$ cat src/rtl/gcsa_pkg.sv
`default_nettype none

package gcsa_pkg;

    // configuration register indexes
    localparam logic [7:0] REG_STAT_ENABLE = 8'd0;
    localparam logic [7:0] REG_NODATA      = 8'd1;

    // stat_enable bit positions
    localparam int EN_COUNT  = 0;
    localparam int EN_MIN    = 1;
    localparam int EN_MAX    = 2;
    localparam int EN_MEAN   = 3;
    localparam int EN_IDW    = 4;
    localparam int EN_STDDEV = 5;

    localparam logic [5:0]  STAT_ENABLE_RST = 6'h3F;
    localparam logic [31:0] NODATA_RST      = 32'h0;

    // operation of the shared divide / root unit
    typedef enum logic {
        DR_DIV,
        DR_SQRT
    } dr_op_t;

    // request to the divide / root unit; dividend is left aligned so that
    // its significant bits are the top 'iters' bits (divide) or the whole
    // word (square root, two bits per iteration)
    typedef struct packed {
        dr_op_t       op;
        logic [6:0]   iters;
        logic [63:0]  dividend;
        logic [47:0]  divisor;
    } dr_req_t;

    // one grid cell record
    typedef struct packed {
        logic        [31:0] count;
        logic signed [31:0] min_v;
        logic signed [31:0] max_v;
        logic signed [39:0] mean;
        logic        [63:0] m2;
        logic signed [63:0] vsum;
        logic        [47:0] wsum;
        logic               exact;
    } cell_rec_t;

    localparam cell_rec_t CELL_RST = '{
        count: 32'd0,
        min_v: 32'sh7FFFFFFF,
        max_v: 32'sh80000000,
        mean:  40'sd0,
        m2:    64'd0,
        vsum:  64'sd0,
        wsum:  48'd0,
        exact: 1'b0
    };

endpackage

`default_nettype wire

$ cat src/rtl/gcsa_divroot.sv
`default_nettype none

module gcsa_divroot
    import gcsa_pkg::*;
(
    input  wire logic        aclk,
    input  wire logic        aresetn,
    input  wire logic        start,
    input  wire dr_req_t     req,
    output logic             done,
    output logic [63:0]      quot,
    output logic [31:0]      root
);

    logic        busy_reg;
    logic        done_reg;
    dr_op_t      op_reg;
    logic [6:0]  cnt_reg;
    logic [48:0] r_reg;
    logic [63:0] q_reg;
    logic [47:0] d_reg;

    logic [48:0] opa;
    logic [48:0] opb;
    logic [49:0] diff;
    logic        ge;

    // one shared subtract / compare for both recurrences
    always_comb begin
        if (op_reg == DR_DIV) begin
            opa = {r_reg[47:0], q_reg[63]};
            opb = {1'b0, d_reg};
        end else begin
            opa = {r_reg[46:0], q_reg[63:62]};
            opb = {15'd0, d_reg[31:0], 2'b01};
        end
        diff = {1'b0, opa} - {1'b0, opb};
        ge   = ~diff[49];
    end

    always_ff @(posedge aclk) begin
        if (!aresetn) begin
            busy_reg <= 1'b0;
            done_reg <= 1'b0;
        end else begin
            done_reg <= 1'b0;
            if (start) begin
                busy_reg <= 1'b1;
                op_reg   <= req.op;
                cnt_reg  <= req.iters;
                r_reg    <= '0;
                q_reg    <= req.dividend;
                d_reg    <= (req.op == DR_DIV) ? req.divisor : 48'd0;
            end else if (busy_reg) begin
                r_reg   <= ge ? diff[48:0] : opa;
                cnt_reg <= cnt_reg - 7'd1;
                if (op_reg == DR_DIV) begin
                    q_reg <= {q_reg[62:0], ge};
                end else begin
                    q_reg <= {q_reg[61:0], 2'b00};
                    d_reg <= {d_reg[46:0], ge};
                end
                if (cnt_reg == 7'd1) begin
                    busy_reg <= 1'b0;
                    done_reg <= 1'b1;
                end
            end
        end
    end

    assign done = done_reg;
    assign quot = q_reg;
    assign root = d_reg[31:0];

endmodule

`default_nettype wire

$ cat config.mk
export PLATFORM = sky130hd
export DESIGN_NAME = gcsa_divroot
export DESIGN_NICKNAME = d
export VERILOG_FILES = /design/src/rtl/gcsa_pkg.sv /design/src/rtl/gcsa_divroot.sv
export SDC_FILE = /design/constraint.sdc
export NUM_CORES = 1
export LEC_CHECK = 0
export ABC_AREA = 1
export BUFFER_PORTS_ARGS = -buffer_cell sky130_fd_sc_hd__buf_4
export CELL_PAD_IN_SITES_DETAIL_PLACEMENT = 0
export CELL_PAD_IN_SITES_GLOBAL_PLACEMENT = 1
export CORE_UTILIZATION = 44
export CTS_CLUSTER_DIAMETER = 30
export DETAILED_ROUTE_END_ITERATION = 8
export GPL_TIMING_DRIVEN = 1
export PLACE_DENSITY = 0.94
export SYNTH_ARGS = -nofsm -noshare
export SYNTH_HDL_FRONTEND = slang
export SYNTH_SLANG_ARGS = --single-unit
$ cat constraint.sdc
create_clock -name aclk -period 9.8 [get_ports aclk]
set_input_delay 0.98 -clock aclk [delete_from_list [all_inputs] [get_ports aclk]]
set_output_delay 0.98 -clock aclk [all_outputs]
set_load 0.05 [all_outputs]
==> flow_metrics.tcl, run 1 <==
set metrics [dict create \
    outcome "finished clean" \
    synth-warning-count 0 \
    vdd.ir_drop.worst_mv 0.1262 \
    power_leakage_nw 8.264 \
    grt_antenna_before_repair 1 \
    worst_path_largest_cell_delay_ns 0.90 \
    dieArea_sq_mm 0.03162 \
    drt_drc 0 \
    crit_path_start_kind "flop" \
    critical_path_buf_inv_count 4 \
    grt_pass1_wl_mm 64.79 \
    first_global_vias 12454 \
    clock_sinks 170 \
    die_width_um 177.8 \
    cpMaxStageDelayCell "sky130_fd_sc_hd__buf_4" \
    final_util_pct 52.01 \
    sequential_cell_area_sq_mm 0.005085 \
    cts_htree_levels 4 \
    synth_top_area_cell "sky130_fd_sc_hd__edfxtp_1" \
    netlist_instances 2006 \
    floorplan.io_pins 220 \
    holdCritPathClass "reg2reg" \
    dr.pass1.iters 6 \
    worst_path_most_repeated_cell "sky130_fd_sc_hd__nand2_1" \
    post_synth.cell_area_avg_sq_um 6.781 \
    clock_latency_on_the_worst_skew_pair_ns 0.45 \
    setup_tns_ns 0 \
    power.switching_fraction_pct 43.16 \
    fin_crit_sh_pct 56.35 \
    postPlaceCellArea_sq_mm 0.01525 \
    power.density_mw_per_mm2 198.3 \
    cp_data_required_time_ns 10.01 \
    maxCapViolations 0 \
    proportion_of_power_drawn_by_the_clock_network_pct 23.4 \
    post_drt_wl_per_cell_um 16.08 \
    final-max-slew-violation-count 0 \
    core.rowCount 64 \
    ys_seq_area_share_pct 37.38 \
    post_cts_resized 0 \
    synth_top_area_share_pct 37.09 \
    postCtsSetupRepairBufs 0 \
    grt_max_degree 101 \
    netlist-cell-type-count 38 \
    detailed_route_via_count 13121 \
    clk_transition_reported_paths_ns 0.07 \
    crit_chain "buf_4 -> buf_4 -> o21ai_0 -> ha_1 -> nand2_1 -> inv_1 -> nand2_1 -> nand2_1 -> nand2_1 -> nand3_2 -> nand2_1 -> nand2_1 -> nand2_2 -> nand3_4 -> nand2_2 -> nand2_1 -> nand2_1 -> inv_1" \
    io_buffer_count 219 \
    switching_power_mw 1.358 \
    synth_area_leaders "sky130_fd_sc_hd__edfxtp_1 (37%), sky130_fd_sc_hd__nand2_1 (17%), sky130_fd_sc_hd__inv_1 (10%)" \
    post-dp-hpwl_mm 31.25 \
    first_iter_violations 995 \
    max_slew.worst_pin.slew_ns 1.034 \
    cts_tree "done" \
    gpl.final_weighted_congestion 0.9894 \
    worst_slew_margin_rel_pct 31.09 \
    drt.antenna.violating_nets 0 \
    final.min_clock_period_ns 5.522 \
    design_power_total_mw 3.147 \
    endpoint_kind "flop" \
    rsz_0062_raised_after_global_routing "false" \
    cts_inserted_buffers 17 \
    critical_path.max_fanout 100 \
    core_area_sq_mm 0.03051 \
    cts-root-buf "sky130_fd_sc_hd__clkbuf_16" \
    gr-usage-all-layers_pct 26.30 \
    timing_hold_violations_final 0 \
    final-instance-count-excl-fill 2558 \
    seq_power_share_pct 31.5 \
    synth_area_sq_mm 0.01360 \
    area_delta_synth_final_pct 16.65 \
    drt-total-wl_mm 41.12 \
    yosys_register_bits 170 \
    grt_overflow 0 \
    maximum_clock_frequency_ghz 0.1811 \
    critical_path_class "reg2reg" \
    setup_viol 0 \
    flip_flop_count_of_the_largest_register_all_copies_and_words_added 64 \
    detail_route.vias_per_cell 5.129 \
    internal-power_mw 1.789 \
    initial_utilization_pct 44.58 \
    finish.instance_area_sq_mm 0.01587 \
    fin_skew_ns 0.008093 \
    antenna_cells_inserted 0 \
    die_height_um 177.8 \
    multi_input_comb_area_sq_mm 0.006536 \
    cts_hold_repair.buffers 0 \
    power.combinational.fraction_pct 45.1 \
    placed_cells_incl_taps 2526 \
    post_route_cells_drive_above_1_share_pct 13.23 \
    num-fill-cells 2991 \
    finish.net_count 2323 \
    critical_path.top_delay_family "simple AND/OR/NAND/NOR gates" \
    ctsLongestPathBuffers 2 \
    worst_ep_arrival_time_ns 5.73 \
    syn-num-nets 2180 \
]
==> area by class of cell <==
| type | count | area share, % |
|---|---|---|
| clock buffers | 19 | 2.728 |
| clock inverters | 13 | 1.183 |
| inverters | 381 | 9.029 |
| multi-input cells | 1353 | 41.20 |
| flip-flops and latches | 170 | 32.05 |
| well taps | 396 | 3.123 |
| repair buffers | 226 | 10.69 |
==> cells in the final DEF (no fill, tap or decap), drive strengths merged <==
cell type,synthesis,layout
a21o,1,1
a21oi,153,153
a22o,1,1
a31oi,2,2
and2,3,3
buf,55,226
bufinv,0,3
clkbuf,47,19
clkinv,0,4
clkinvlp,0,1
dfxtp,2,2
edfxtp,168,168
fa,1,1
ha,50,50
inv,381,386
mux2i,30,30
nand2,635,635
nand3,61,61
nand3b,2,2
nand4,13,13
nor2,226,226
nor3,4,4
nor3b,1,1
nor4,2,2
o21ai,101,101
o21bai,5,5
o22ai,32,32
o31ai,1,1
or2,4,4
xor2,25,25
==> tightest hold or removal path: stages (launching register included) <==
cell and delay [ns]:
sky130_fd_sc_hd__edfxtp_1 0.34, sky130_fd_sc_hd__nand2_1 0.05, sky130_fd_sc_hd__o21ai_0 0.06
==> metal layers <==
| metal | share of wire (%) | global-route usage, % |
|---|---|---|
| met5 | 0.032 | 0 |
| met4 | 2.1 | 7.585 |
| met3 | 6.6 | 5.013 |
| met2 | 47 | 42.66 |
| met1 | 45 | 35.49 |
==> synth_stat cells <==
cell type                  count
sky130_fd_sc_hd__nand2_1     633
sky130_fd_sc_hd__inv_1       377
sky130_fd_sc_hd__nor2_1      221
sky130_fd_sc_hd__edfxtp_1    168
sky130_fd_sc_hd__a21oi_1     153
sky130_fd_sc_hd__o21ai_0      97
sky130_fd_sc_hd__nand3_1      53
sky130_fd_sc_hd__ha_1         50
sky130_fd_sc_hd__clkbuf_1     47
sky130_fd_sc_hd__buf_4        33
sky130_fd_sc_hd__o22ai_1      32
sky130_fd_sc_hd__mux2i_1      30
sky130_fd_sc_hd__xor2_1       25
sky130_fd_sc_hd__nand4_1      13
sky130_fd_sc_hd__buf_1         9
sky130_fd_sc_hd__buf_2         7
sky130_fd_sc_hd__nand3_2       7
sky130_fd_sc_hd__buf_6         5
sky130_fd_sc_hd__o21bai_1      5
sky130_fd_sc_hd__inv_2         4
sky130_fd_sc_hd__nor3_1        4
sky130_fd_sc_hd__o21ai_2       4
sky130_fd_sc_hd__or2_2         4
sky130_fd_sc_hd__and2_1        3
sky130_fd_sc_hd__nor2_2        3
sky130_fd_sc_hd__a31oi_1       2
sky130_fd_sc_hd__dfxtp_1       2
sky130_fd_sc_hd__nand2_2       2
sky130_fd_sc_hd__nand3b_1      2
sky130_fd_sc_hd__nor2_4        2
sky130_fd_sc_hd__nor4_1        2
sky130_fd_sc_hd__a21o_1        1
sky130_fd_sc_hd__a22o_1        1
sky130_fd_sc_hd__buf_12        1
sky130_fd_sc_hd__fa_1          1
sky130_fd_sc_hd__nand3_4       1
sky130_fd_sc_hd__nor3b_1       1
sky130_fd_sc_hd__o31ai_1       1
==> stage by stage <==
stage	setup WS, ns	hold slack (ns)
floorplan	5.412	0.4733
global placement	4.493	0.5338
detailed placement	4.338	0.5463
CTS	4.310	0.5574
global route	3.782	0.5947
finish	4.278	0.5530
==> power by group through the flow <==
stage                     clock [mW]  sequential (mW)  combinational, mW
after floorplan                    0             1.07              0.967
after global placement             0             1.00               1.39
after detailed placement           0             1.00               1.40
after CTS                      0.744            0.989               1.41
after global routing           0.768             1.00               1.58
final                          0.738            0.991               1.42
==> worst paths after layout <==
path         startpoint         to  slack (ns)  depth (start not counted)
max              op_reg  r_reg[33]        4.28                         18
min           d_reg[38]  d_reg[39]        0.55                          2
max reg2reg      op_reg  r_reg[33]        4.28                         18
min reg2reg   d_reg[38]  d_reg[39]        0.55                          2
==> kinds of logic after synthesis <==
| kind of cell | count (synthesis) | share of synthesized area (%) |
|---|---|---|
| adder cells (fa/ha/maj) | 51 | 4.747 |
| AO/OA/AOI/OAI | 296 | 11.47 |
| XOR/XNOR | 25 | 1.610 |
| AND/OR/NAND/NOR | 951 | 27.88 |
| buffers and inverters | 483 | 14.70 |
| multiplexers | 30 | 2.208 |
| flip-flops | 170 | 37.38 |
No activity file was read; power rests on OpenSTA's default activity.
==> run 2, diff against run 1 <==
--- a/config.mk
+++ b/config.mk
@@ -9,11 +9,11 @@
 export BUFFER_PORTS_ARGS = -buffer_cell sky130_fd_sc_hd__buf_4
 export CELL_PAD_IN_SITES_DETAIL_PLACEMENT = 0
 export CELL_PAD_IN_SITES_GLOBAL_PLACEMENT = 1
-export CORE_UTILIZATION = 44
+export CORE_UTILIZATION = 37
 export CTS_CLUSTER_DIAMETER = 30
 export DETAILED_ROUTE_END_ITERATION = 8
 export GPL_TIMING_DRIVEN = 1
-export PLACE_DENSITY = 0.94
+export PLACE_DENSITY = 0.85
 export SYNTH_ARGS = -nofsm -noshare
 export SYNTH_HDL_FRONTEND = slang
 export SYNTH_SLANG_ARGS = --single-unit
==> constraint.sdc (replaced) <==
create_clock -name aclk -period 4.5 [get_ports aclk]
set_input_delay 0.45 -clock aclk [delete_from_list [all_inputs] [get_ports aclk]]
set_output_delay 0.45 -clock aclk [all_outputs]
set_load 0.05 [all_outputs]
==> flow_metrics.tcl, run 2 (synthesis results as in run 1) <==
set metrics [dict create \
    mostFrequentLayoutCell "sky130_fd_sc_hd__nand2_1" \
    core.rowCount 69 \
    final.min_clock_period_ns 3.799 \
    rsz_0062_raised_after_global_routing "false" \
    critical_path_class "reg2reg" \
    worst_ep_arrival_time_ns 4.12 \
    cts_tree "done" \
    maximum_clock_frequency_ghz 0.2632 \
    core_area_sq_mm 0.03583 \
    power_leakage_nw 8.282 \
    io_buffer_count 219 \
    clock_latency_on_the_worst_skew_pair_ns 0.47 \
    drt.antenna.violating_nets 0 \
    grt_pass1_wl_mm 68.03 \
    initial_utilization_pct 37.96 \
    design_power_total_mw 6.863 \
    worst_slew_margin_rel_pct 32.33 \
    finish.instance_area_sq_mm 0.01598 \
    antenna_cells_inserted 0 \
    maxCapViolations 0 \
    grt_overflow 0 \
    grt_util_met2_pct 38.33 \
    detail_route.vias_per_cell 4.913 \
    post_route_cells_drive_above_1_share_pct 13.35 \
    cp_data_required_time_ns 4.82 \
    final_util_pct 44.61 \
    postPlaceCellArea_sq_mm 0.01538 \
    gpl.final_weighted_congestion 0.9655 \
    fin_skew_ns 0.01726 \
    final-max-slew-violation-count 0 \
    clock_sinks 170 \
    reg2reg_depth 18 \
    cts-root-buf "sky130_fd_sc_hd__clkbuf_16" \
    critical_path.max_fanout 131 \
    setup_tns_ns 0 \
    peak_usage_layer_in_the_global_routing_report "met2" \
    endpoint_kind "flop" \
    cts_inserted_buffers 17 \
    holdPathStages 1 \
    post-dp-hpwl_mm 33.22 \
    post_cts_resized 0 \
    cts_htree_levels 4 \
    ctsLongestPathBuffers 2 \
    drt_drc 0 \
    num-fill-cells 3715 \
    clk_transition_reported_paths_ns 0.08 \
    grt_max_degree 132 \
    first_iter_violations 1052 \
    gr-usage-all-layers_pct 23.16 \
    drt-total-wl_mm 43.62 \
    use_met3_pct 3.653 \
    fin_crit_sh_pct 84.43 \
    grt_antenna_before_repair 0 \
    dieArea_sq_mm 0.03753 \
    detailed_route_via_count 12896 \
    max_slew.worst_pin.slew_ns 1.015 \
    flip_flop_count_of_the_largest_register_all_copies_and_words_added 64 \
    first_global_vias 12331 \
    postCtsSetupRepairBufs 0 \
    outcome "finished clean" \
    post_drt_wl_per_cell_um 16.62 \
    final-instance-count-excl-fill 2625 \
    finish.net_count 2325 \
    area_delta_synth_final_pct 17.51 \
    holdCritPathClass "in2reg" \
    most-common-layout-cells "sky130_fd_sc_hd__nand2_1 (632), sky130_fd_sc_hd__inv_1 (376), sky130_fd_sc_hd__buf_4 (225)" \
    cts_hold_repair.buffers 0 \
    die_height_um 193.7 \
    vdd.ir_drop.worst_mv 0.3221 \
    crit_path_start_kind "flop" \
    dr.pass1.iters 5 \
    setup_viol 0 \
    power.density_mw_per_mm2 429.3 \
    placed_cells_incl_taps 2593 \
    met1_track_usage_gr_pct 31.33 \
    timing_hold_violations_final 0 \
    floorplan.io_pins 220 \
    die_width_um 193.7 \
]
run 2: area by class of cell:
cell class	count	area, sq um	area share (%)
sequential	170	5085	31.81
inverter	381	1433	8.963
clock buffer	18	429.2	2.685
multi-input combinational	1353	6536	40.89
timing repair buffer	228	1749	10.94
tap	461	576.8	3.609
clock inverter	14	175.2	1.096
run 2: critical path, stage by stage (launching register included):
cell and delay [ns]:
sky130_fd_sc_hd__edfxtp_1 0.44, sky130_fd_sc_hd__buf_12 0.49, sky130_fd_sc_hd__mux2i_1 0.25, sky130_fd_sc_hd__inv_1 0.09, sky130_fd_sc_hd__ha_1 0.35, sky130_fd_sc_hd__nand2_1 0.16
sky130_fd_sc_hd__inv_2 0.04, sky130_fd_sc_hd__nand2_1 0.05, sky130_fd_sc_hd__nand2_1 0.08, sky130_fd_sc_hd__inv_2 0.06, sky130_fd_sc_hd__nand3_2 0.12, sky130_fd_sc_hd__nand2_1 0.09
sky130_fd_sc_hd__nand2_1 0.15, sky130_fd_sc_hd__nand2_2 0.15, sky130_fd_sc_hd__inv_2 0.05, sky130_fd_sc_hd__nor2_4 0.46, sky130_fd_sc_hd__buf_4 0.34, sky130_fd_sc_hd__nor2_1 0.08
sky130_fd_sc_hd__nor2_2 0.11
run 2: power by group:
group	internal, mW	switching (mW)
Sequential	2.03	0.129
Clock	0.843	0.760
Combinational	0.991	2.11
run 2: final timing paths:
path                  start   endpoint  slack, ns
hold / removal     req[119]     op_reg       0.17
setup reg to reg     op_reg   r_reg[8]       0.70
hold reg to reg   d_reg[37]  d_reg[38]       0.56
setup / recovery     op_reg   r_reg[8]       0.70
run 2: per-stage QoR:
step | worst slack (ns) | hold slack, ns
detailed placement | 0.7447 | 0.5531
CTS | 0.7012 | 0.1446
global placement | 0.8558 | 0.5489
finish | 0.7007 | 0.1652
global route | 0.3590 | 0.1444
floorplan | 0.6172 | 0.4733
run 2: metal layers:
metal / part of all wire, % / routed length [um] / vias up
met3: 4.9 / 2151 / 45
met4: 1.8 / 789 / 0
met2: 47 / 20400 / 342
met1: 46 / 20270 / 5950
met5: 0 / 0 / -
li1: - / - / 6559
